### src/design/dtq_pkg.sv
// Package for the deadline timer queue: constants, register indexes, item kinds.
// Used by all design files; no dependencies.
package dtq_pkg;
	localparam int SLOTS_DEF = 16;
	localparam logic [31:0] LEAD_RESET = 32'd50;
	localparam logic [31:0] WAIT_RESET = 32'd28633115;
	localparam logic [1:0] KIND_AT = 2'd0;
	localparam logic [1:0] KIND_AFTER = 2'd1;
	localparam logic [1:0] KIND_CANCEL = 2'd2;
	localparam logic [1:0] KIND_TICK = 2'd3;
	localparam logic REG_LEAD = 1'b0;
	localparam logic REG_WAIT = 1'b1;
endpackage

### src/design/dtq_cmp.sv
// Shared 64-bit compare unit of the deadline timer queue.
// Depends on dtq_pkg.
module dtq_cmp import dtq_pkg::*; (
	input  logic [63:0] a,
	input  logic [63:0] b,
	output logic        le
);
	assign le = (a <= b);
endmodule

### src/design/deadline_timer_queue.sv
// Top level of the deadline timer queue: sequencer, slot tables, order queue.
// Depends on dtq_pkg and dtq_cmp.
//
// channel  dir  handshake             content
// s_axis   in   tvalid/tready         tuser: kind; tdata: slot, time_value, repeat_period
// m_axis   out  tvalid/tready         tuser: fired; tdata: fired_slot, next_wait_us; tlast
// cfg      in   cfg_valid/cfg_ready   cfg_index, cfg_data
//
// A schedule does a remove walk and a sorted insert, a cancel only the remove walk;
// a tick removes each fired slot in turn and re-inserts it if periodic, all through one comparator.
// Reset clears armed flags, periods, count and time and loads the config defaults. Output stalls hold
// the sequencer; input is ready again once the last result sits in the output register.
module deadline_timer_queue import dtq_pkg::*; #(
	parameter int SLOTS = SLOTS_DEF
) (
	input  logic         clk,
	input  logic         arst_n,
	input  logic         s_axis_tvalid,
	output logic         s_axis_tready,
	input  logic [103:0] s_axis_tdata,  // slot[3:0], time_value[67:4], repeat_period[99:68]
	input  logic [1:0]   s_axis_tuser,  // kind[1:0]
	output logic         m_axis_tvalid,
	input  logic         m_axis_tready,
	output logic [39:0]  m_axis_tdata,  // fired_slot[3:0], next_wait_us[35:4]
	output logic         m_axis_tuser,  // fired[0]
	output logic         m_axis_tlast,
	input  logic         cfg_valid,
	output logic         cfg_ready,
	input  logic         cfg_index,
	input  logic [31:0]  cfg_data
);
	localparam int PW = (SLOTS > 1) ? $clog2(SLOTS) : 1;
	localparam int CW = $clog2(SLOTS + 1);

	localparam logic [2:0] ST_IDLE = 3'd0;
	localparam logic [2:0] ST_FIND = 3'd1;  // search slot position to remove
	localparam logic [2:0] ST_SHL  = 3'd2;  // shift left (remove)
	localparam logic [2:0] ST_POS  = 3'd3;  // search insert position
	localparam logic [2:0] ST_SHR  = 3'd4;  // shift right, then place
	localparam logic [2:0] ST_SCAN = 3'd5;  // tick scan
	localparam logic [2:0] ST_OUT  = 3'd6;
	localparam logic [2:0] ST_WAIT = 3'd7;

	logic [2:0]  state_q;
	logic [31:0] lead_q, maxw_q;
	logic [63:0] dl_q [SLOTS];
	logic [31:0] per_q [SLOTS];
	logic [SLOTS-1:0] armed_q, done_q;
	logic [3:0]  ord_q [SLOTS];
	logic [CW-1:0] cnt_q, p_q;
	logic [63:0] now_q;
	logic [3:0]  slot_q;
	logic [63:0] tv_q;
	logic [31:0] rp_q;
	logic        ins_q, tick_q;
	logic [39:0] od_q;
	logic        ofired_q, olast_q, ovalid_q;

	logic [1:0]  in_kind;
	logic [3:0]  in_slot;
	logic [63:0] in_tv;
	logic [31:0] in_rp;
	assign in_kind = s_axis_tuser;
	assign in_slot = s_axis_tdata[3:0];
	assign in_tv   = s_axis_tdata[67:4];
	assign in_rp   = s_axis_tdata[99:68];

	logic [3:0]  ord_p;
	logic [PW-1:0] pidx, sidx;
	logic        p_in;
	logic [63:0] cmp_a, cmp_b;
	logic        cmp_le;
	logic [64:0] sum;
	logic [63:0] sat;
	logic [63:0] hd, diff;
	logic [31:0] wait_v;
	logic        out_free, out_ld;

	assign pidx = p_q[PW-1:0];
	assign p_in = (p_q < cnt_q);
	assign ord_p = ord_q[pidx];
	assign sidx = slot_q[PW-1:0];

	always_comb begin
		cmp_a = dl_q[ord_p[PW-1:0]];
		cmp_b = (state_q == ST_SCAN) ? now_q : dl_q[sidx];
	end
	dtq_cmp u_cmp (.a(cmp_a), .b(cmp_b), .le(cmp_le));

	assign sum = {1'b0, dl_q[sidx]} + {33'd0, per_q[sidx]};
	assign sat = sum[64] ? '1 : sum[63:0];

	always_comb begin
		hd = dl_q[ord_q[0][PW-1:0]];
		diff = hd - now_q;
		if (cnt_q == '0) wait_v = maxw_q;
		else if (hd <= now_q || diff <= {32'd0, lead_q}) wait_v = lead_q;
		else if (diff < {32'd0, maxw_q}) wait_v = diff[31:0];
		else wait_v = maxw_q;
	end

	assign out_free = !ovalid_q || m_axis_tready;
	assign out_ld = out_free && ((state_q == ST_OUT) ||
		((state_q == ST_SCAN) && p_in && cmp_le && !done_q[ord_p[PW-1:0]]));

	assign s_axis_tready = (state_q == ST_IDLE);
	assign cfg_ready = (state_q == ST_IDLE) && !s_axis_tvalid;
	assign m_axis_tvalid = ovalid_q;
	assign m_axis_tdata = od_q;
	assign m_axis_tuser = ofired_q;
	assign m_axis_tlast = olast_q;

	logic slot_ok;
	assign slot_ok = ({28'd0, in_slot} < SLOTS);

	always_ff @(posedge clk or negedge arst_n) begin
		if (!arst_n) begin
			state_q <= ST_IDLE;
			lead_q <= LEAD_RESET;
			maxw_q <= WAIT_RESET;
			armed_q <= '0;
			done_q <= '0;
			cnt_q <= '0;
			p_q <= '0;
			now_q <= '0;
			ovalid_q <= 1'b0;
			ofired_q <= 1'b0;
			olast_q <= 1'b0;
			ins_q <= 1'b0;
			tick_q <= 1'b0;
			for (int i = 0; i < SLOTS; i++) per_q[i] <= '0;
		end else begin
			if (out_ld) ovalid_q <= 1'b1;
			else if (m_axis_tready) ovalid_q <= 1'b0;
			unique case (state_q)
				ST_IDLE: begin
					if (cfg_valid && cfg_ready) begin
						if (cfg_index == REG_LEAD) lead_q <= cfg_data;
						else maxw_q <= cfg_data;
					end
					if (s_axis_tvalid) begin
						slot_q <= in_slot;
						rp_q <= in_rp;
						p_q <= '0;
						tick_q <= (in_kind == KIND_TICK);
						if (in_kind == KIND_TICK) begin
							now_q <= in_tv;
							done_q <= '0;
							state_q <= ST_SCAN;
						end else if (!slot_ok) begin
							state_q <= ST_OUT;
						end else begin
							tv_q <= (in_kind == KIND_AT) ? in_tv :
								(({1'b0, now_q} + {1'b0, in_tv}) > 65'h0_FFFF_FFFF_FFFF_FFFF)
								? '1 : now_q + in_tv;
							ins_q <= (in_kind != KIND_CANCEL);
							state_q <= armed_q[in_slot[PW-1:0]] ? ST_FIND :
								((in_kind != KIND_CANCEL) ? ST_WAIT : ST_OUT);
							if (in_kind == KIND_CANCEL) per_q[in_slot[PW-1:0]] <= '0;
						end
					end
				end
				ST_FIND: begin
					if (!p_in) begin
						state_q <= ST_WAIT;
					end else if (ord_p == slot_q) begin
						state_q <= ST_SHL;
					end else p_q <= p_q + 1'b1;
				end
				ST_SHL: begin
					if (p_q + 1'b1 < cnt_q) begin
						ord_q[pidx] <= ord_q[PW'(p_q + 1'b1)];
						p_q <= p_q + 1'b1;
					end else begin
						cnt_q <= cnt_q - 1'b1;
						state_q <= ST_WAIT;
					end
				end
				ST_WAIT: begin
					// remove done; write the slot, then insert or finish
					p_q <= '0;
					if (tick_q) begin
						if (per_q[sidx] != '0) begin
							dl_q[sidx] <= sat;
							state_q <= ST_POS;
						end else begin
							armed_q[sidx] <= 1'b0;
							state_q <= ST_SCAN;
						end
					end else if (ins_q) begin
						dl_q[sidx] <= tv_q;
						per_q[sidx] <= rp_q;
						armed_q[sidx] <= 1'b1;
						state_q <= ST_POS;
					end else begin
						armed_q[sidx] <= 1'b0;
						state_q <= ST_OUT;
					end
				end
				ST_POS: begin
					if (cnt_q >= CW'(SLOTS)) begin
						state_q <= tick_q ? ST_SCAN : ST_OUT;
						p_q <= '0;
					end else if (p_in && cmp_le) p_q <= p_q + 1'b1;
					else begin
						tv_q[CW-1:0] <= cnt_q;
						state_q <= ST_SHR;
					end
				end
				ST_SHR: begin
					if (tv_q[CW-1:0] > p_q) begin
						ord_q[tv_q[PW-1:0]] <= ord_q[PW'(tv_q[CW-1:0] - 1'b1)];
						tv_q[CW-1:0] <= tv_q[CW-1:0] - 1'b1;
					end else begin
						ord_q[pidx] <= slot_q;
						cnt_q <= cnt_q + 1'b1;
						p_q <= '0;
						state_q <= tick_q ? ST_SCAN : ST_OUT;
					end
				end
				ST_SCAN: begin
					if (!p_in || !cmp_le) begin
						state_q <= ST_OUT;
					end else if (!done_q[ord_p[PW-1:0]]) begin
						if (out_free) begin
							slot_q <= ord_p;
							done_q[ord_p[PW-1:0]] <= 1'b1;
							od_q <= {36'd0, ord_p};
							ofired_q <= 1'b1;
							olast_q <= 1'b0;
							state_q <= ST_SHL;
						end
					end else p_q <= p_q + 1'b1;
				end
				ST_OUT: begin
					if (out_free) begin
						od_q <= {4'd0, wait_v, 4'd0};
						ofired_q <= 1'b0;
						olast_q <= 1'b1;
						state_q <= ST_IDLE;
					end
				end
				default: state_q <= ST_IDLE;
			endcase
		end
	end
endmodule
### config.mk
export PLATFORM = sky130hd
export DESIGN_NAME = deadline_timer_queue
export DESIGN_NICKNAME = d
export VERILOG_FILES = /design/src/design/dtq_pkg.sv /design/src/design/dtq_cmp.sv /design/src/design/deadline_timer_queue.sv
export SDC_FILE = /design/constraint.sdc
export NUM_CORES = 2
export LEC_CHECK = 0
export BUFFER_PORTS_ARGS = -buffer_cell sky130_fd_sc_hd__buf_2
export CAP_MARGIN = 30
export CORE_UTILIZATION = 51
export CTS_CLUSTER_SIZE = 30
export DETAILED_ROUTE_END_ITERATION = 10
export PLACE_DENSITY = 0.69
export SYNTH_ARGS = -nofsm -noshare
export SYNTH_HDL_FRONTEND = slang
export SYNTH_HIERARCHICAL = 1
export SYNTH_SLANG_ARGS = --single-unit
### constraint.sdc
create_clock -name clk -period 7.6 [get_ports clk]
set_clock_uncertainty 0.15 [all_clocks]
set_input_delay 2.28 -clock clk [delete_from_list [all_inputs] [get_ports clk]]
set_output_delay 2.28 -clock clk [all_outputs]
set_load 0.02 [all_outputs]
== Yosys cells after proc, flatten, opt, wreduce, memory -nomap -nowiden ==
Memory sizes are Yosys's and may differ from the RTL's. A register that Yosys moved wholly into a read port is not among the register bits.
Cells that the tools add are included.

* Flip-flop bits (word level): 830
* Latch bits: 0
* Memory bits (writable): 1088
* Bits in read-only memories: 0
* Input bits: 144
* Output and inout bits: 45
* Word-level logic and storage cells: 283
* Memories kept: 2

* Add/sub/neg operators: 8
* Multipliers: 0
* Divide/modulo/power cells: 0
* Order comparisons: 18
* Equal/unequal tests: 36
* Shift-type cells: 0
* Muxes and demuxes: 119
* Bitwise gates (word level): 12
* Reductions and logical operators: 54

{| class="wikitable"
|+ Memories
! name !! words !! bits a word !! read ports !! clocked after memory_dff !! wr ports !! RTL line !! source
|-
| dl_q || 16 || 64 || 3 || 1 || 1 || deadline_timer_queue.sv:46 || <nowiki>logic [63:0] dl_q [SLOTS];</nowiki>
|-
| ord_q || 16 || 4 || 4 || 0 || 1 || deadline_timer_queue.sv:49 || <nowiki>logic [3:0] ord_q [SLOTS];</nowiki>
|}

{| class="wikitable"
|+ Operators with widths
! kind !! count
|-
| 512-bit 2-to-1 mux || 5
|-
| 512-bit case mux with 2 select lines || 1
|-
| 512-bit AND || 1
|-
| 512-bit bitwise mux || 1
|-
| 512-bit NOT || 1
|-
| 64-bit 2-to-1 mux || 5
|-
| 32-bit demux with 4-bit select || 2
|-
| 32-bit 2-to-1 mux || 7
|-
| 40-bit 2-to-1 mux || 4
|-
| 32-bit binary-select mux with 4-bit select || 1
|-
| 64-bit <= comparator || 2
|-
| 16-bit 2-to-1 mux || 8
|-
| 5-bit 2-to-1 mux || 16
|-
| 40-bit case mux with 2 select lines || 1
|-
| 64-bit by 32-bit adder with 65-bit output || 1
|-
| 64-bit by 64-bit adder with 65-bit output || 1
|-
| 65-bit by 64-bit greater-than comparator with 1-bit output, second input constant || 1
|-
| 64-bit adder || 1
|-
| 64-bit by 32-bit <= comparator with 1-bit output || 1
|-
| 64-bit by 32-bit less-than comparator with 1-bit output || 1
|-
| 64-bit subtractor || 1
|-
| 3-bit 2-to-1 mux || 16
|-
| 2-bit inequality test, second input constant || 18
|-
| 5-bit case mux with 7 select lines || 1
|-
| other kinds (52) || 150
|}

== Longest topological paths before layout ==
* Depth after elaboration: 11
* Mapped depth: 31
* Depth with buffers taken out: 27

== Modules after synthesis ==
The synthesis kept the hierarchy.

{| class="wikitable"
|+ Modules (own cells, without submodules)
! module !! times used !! cells each !! area each (sq um) !! seq. area each (sq um)
|-
| deadline_timer_queue || 1 || 6997 || 105418.6 || 54121.9
|-
| dtq_cmp || 1 || 227 || 1609.0 || 0.0
|}

== Least setup slack after synthesis ==
No wires, ideal clock.

* Path kind: reg2reg
* Start: register p_q[0]
* End: register od_q[0] (netlist: m_axis_tdata[0]) (enable)
* Setup time: 429 ps
* Arrival time: 7148 ps
* Data required time: 7021 ps
* Setup slack: -127 ps
* Cell stages (with the launch flop): 19
* Path buffers: 4
* Clock period less this slack: 7727 ps
* Cells stage by stage: dfrtp_1 buf_2 clkbuf_1 mux4_2 mux4_2 inv_2 buf_1 buf_1 mux4_2 ha_1 nand4_1 or4_4 nor3_2 nand4_1 nor2_1 o21bai_1 and2_1 o211ai_1 nor2_1

* Word-level cells in the longest chain between the ends: 7
* Elaborated cells between the ends (all ways): 12
* Classes of those cells: 2 x order compare; 2 x eq/ne; 2 x mux; 4 x reduce/logical; 2 x memory

{| class="wikitable"
|+ RTL lines
! what !! RTL line !! source
|-
| from (decl) || deadline_timer_queue.sv:50 || <nowiki>logic [CW-1:0] cnt_q, p_q;</nowiki>
|-
| from (signal assigned) || deadline_timer_queue.sv:168 || <nowiki>end else p_q <= p_q + 1'b1;</nowiki>
|-
| from (signal assigned) || deadline_timer_queue.sv:173 || <nowiki>p_q <= p_q + 1'b1;</nowiki>
|-
| from (signal assigned) || deadline_timer_queue.sv:204 || <nowiki>end else if (p_in && cmp_le) p_q <= p_q + 1'b1;</nowiki>
|-
| memory read 16 x 4 bit || - ||
|-
| memory read 16 x 64 bit || - ||
|-
| via cmp_a[53] || deadline_timer_queue.sv:71 || <nowiki>logic [63:0] cmp_a, cmp_b;</nowiki>
|-
| 64-bit <= comparator || dtq_cmp.sv:8 || <nowiki>assign le = (a <= b);</nowiki>
|-
| via cmp_le || deadline_timer_queue.sv:72 || <nowiki>logic cmp_le;</nowiki>
|-
| 1-bit logical NOT || deadline_timer_queue.sv:222 || <nowiki>if (!p_in || !cmp_le) begin</nowiki>
|-
| 1-bit logical OR || deadline_timer_queue.sv:222 ||
|-
| 2-bit inequality test (no line) || - ||
|-
| 6-bit AND reduction (no line) || - ||
|-
| to (signal assigned) || deadline_timer_queue.sv:228 || <nowiki>od_q <= {36'd0, ord_p};</nowiki>
|-
| to (signal assigned) || deadline_timer_queue.sv:237 || <nowiki>od_q <= {4'd0, wait_v, 4'd0};</nowiki>
|-
| to (decl) || deadline_timer_queue.sv:56 || <nowiki>logic [39:0] od_q;</nowiki>
|}

The timed path passes the listed nets, and every way through them passes these cells. The select of a mux whose other input is x is not followed.
A chain may end at the register's enable or synchronous reset.

==> impl_metrics.yaml <==
outcome:
  status: "finished clean"
synth:
  synth.top_cell.area_share_pct: 34.34
  synth_top_family_by_area: "multiplexers"
  yosys_warnings: 6
  synth_ff_type: "edfxtp_1"
  synth.area.top_cells: "edfxtp_1, mux4_2, dfrtp_1, a22o_1, ha_1"
  ys_top_cells_by_count: "edfxtp_1, mux4_2, dfrtp_1"
  muxShareOfSynthArea_pct: 26.03
  netlist_area_mm2: 0.1070
  synth_top_cell_by_area: "edfxtp_1"
  synthCells: 7224
  ys_async_sr_fraction_pct: 35.97
  ys_ff_latch: 1918
  synthAdderAreaFrac_pct: 3.640
  synth_edf_count: 1224
  yosysSeqAreaShare_pct: 50.57
  synth_most_common_cell: "edfxtp_1"
  synth-xor-area-share_pct: 1.375
  yosys.cell_types.count: 90
  avgSynthCellArea_um2: 14.82
  yosys.area_share.simple_pct: 4.805
  synth_compound_area_share_pct: 10.55
cts:
  cts.clk_slew.worst_paths_ps: 60
  cts_tree: "done"
  clock_sinks: 1918
  clock_latency_ps: 910
  root_buffer: "clkbuf_16"
  h-tree-depth: 4
  cts_made_buffers: 203
  clk_path_buf_depth: 3
sta:
  relSlewSlack_pct: 24.30
  whs_ps: 326.1
  slew_viol_final: 0
  tightestPinTransition_ps: 1135
  min_period_over_period_pct: 96.30
  setup_ws_ps: 281.0
  setup_viol: 0
  rsz0062_at_grt: "no"
  finalHoldViolations: 0
  max_freq_mhz: 136.6
  fin_tns_setup_ps: 0
  period_needed_ps: 7319
setup_path:
  critPathSlowestCell: "mux4_2"
  crit_fanout: 32
  cpPeakStageDelay_ps: 540
  critPathCaptureType: "flop"
  cp-start-kind: "flop"
  critPathArrivalTime_ps: 7810
  path_class: "reg -> reg"
  crit_top_cell: "a21o_1"
  crit_required_ps: 8090
floorplanning:
  die_y_um: 460.1
  fp.dieW_um: 460.1
  start_util_pct: 51.48
  die_area_mm2: 0.2117
  io_pins: 189
  core_mm2: 0.2079
  placementRows: 167
layout:
  syn_to_final_growth_pct: 12.71
  utilization_pct: 58.02
  drive_above_1_share_pct: 29.87
  nets: 7869
  num-fill-cells: 15643
global_route:
  antenna_found_initial: 39
  grt_pass1_wl_um: 507900
  grt_start_max_net_pins: 198
  grt-ovfl-total: 0
  grt.total_usage_pct: 32.93
  grt_pass1_vias: 74000
pwr:
  power.density_mw_per_mm2: 437.8
  power_mw: 52.82
  p_leak_nw: 44.91
  ir_worst_vdd_mv: 0.3060
detailed_routing:
  drt_first_pass_iters: 6
  wire_per_inst_um: 33.40
  drt_wl_total_um: 347600
  drc: 0
  vias_per_cell: 7.193
  vias: 74847
  drtAntennaViolNets: 0
  drt_iter0_markers: 10123
worst_hold_path:
  hp-class: "reg -> reg"
flow_run:
  max-cap-violations: 0
placement:
  place_ws_ps: 133.7
  gp_congestion: 0.9537
  portBuffers: 180
  hpwl_um: 219100
-- per-stage QoR --
step	instances	area (um^2)
floorplan	7227	107000
global placement	9979	113000
detailed placement	9990	113200
CTS	10376	120300
global route	10392	120600
finish	10406	120600
-- repair_timing --
item                       4_1_cts  5_1_grt
hold endpoints to repair         0        0
setup endpoints to repair        0       34
setup buffers                    0        3
resized for setup                0       19
hold buffers                     0        0
-- worst max-delay path, delay by kind of cell, from the launching register on --
kind	cells	cell delay (ps)
buf+inv	5	750
compound gates	13	2890
fa+ha+maj	3	870
flops	1	440
mux	2	1020
simple gates	5	760
xor+xnor	1	180
-- power breakdown --
group / internal (mW) / switching (mW)
sequential: 13.9 / 0.999
clock: 6.07 / 4.52
combinational: 11.7 / 15.7
-- registers in the layout, summed over array words and instances (netlist names), 3 cells and up, named ones only --
register	flops
ord_q	64
now_q	64
p_q	5
state_q	3
tv_q	64
maxw_q	32
rp_q	32
done_q	16
m_axis_tdata	36
dl_q	1024
cnt_q	5
per_q	512
sidx	4
lead_q	32
-- logic make-up (layout without fill, tap and decap cells) --
family                     Yosys count  after routing
DFF                               1918           1918
AOI/OAI and AO/OA                 1594           1594
muxes                             1286           1286
and+or+nand+nor                   1111           1111
buffers and inverters              837           1207
adders and majority gates          309            309
xor gates and xnor gates           168            168
other                                1             25
-- metal layers --
| layer | global-route usage (%) | part of all wire (%) |
|---|---|---|
| met5 | 0 | 0.071 |
| met4 | 13.86 | 4.9 |
| met3 | 8.793 | 13 |
| met2 | 50.74 | 46 |
| met1 | 44.32 | 36 |
-- final timing paths --
kind                             start               end  slack (ps)  cells past startpoint
hold / removal                    flop              flop         330                      2
min in group asynchronous       arst_n         now_q[16]        1200                      1
setup reg to reg           ord_q[0][0]  m_axis_tdata[29]         280                     29
hold reg to reg                   flop              flop         330                      2
setup / recovery           ord_q[0][0]  m_axis_tdata[29]         280                     29
max in group asynchronous       arst_n        per_q[353]        3930                      5
-- cell usage in the layout (no fill, tap or decap), types with 36 or more instances in the layout --
cell       netlist  final
o21ai_0        314    314
mux4_2        1190   1187
nor2_1         296    258
buf_12           0     52
xor2_1          69     68
nand2b_1        49     49
a21o_1         106    106
nand4_1         64     64
buf_4           15    317
buf_2           26    179
nor2_4           0     36
mux2_2          78     78
a22o_1         510    510
edfxtp_1      1224   1224
inv_1          256    256
clkbuf_16        0    209
xnor2_1         99     95
dfrtp_1        674    672
o22a_1          58     58
a31oi_1         50     48
a21oi_1        273    272
clkinv_2         0     40
ha_1           305    305
nor3_1          72     72
nand3_1         78     78
nand2_1        380    377
-- area by class of cell --
type	instances	area, um^2	area share [%]
Sequential cell	1918	54140	44.88
Multi-Input combinational cell	4472	50230	41.64
Clock buffer	255	5500	4.559
Timing Repair Buffer	561	4628	3.837
Tap cell	2788	3488	2.892
Clock inverter	131	1608	1.333
Inverter	260	980.9	0.8132
Antenna cell	21	52.55	0.04356
No activity file was read; power rests on OpenSTA's default activity.
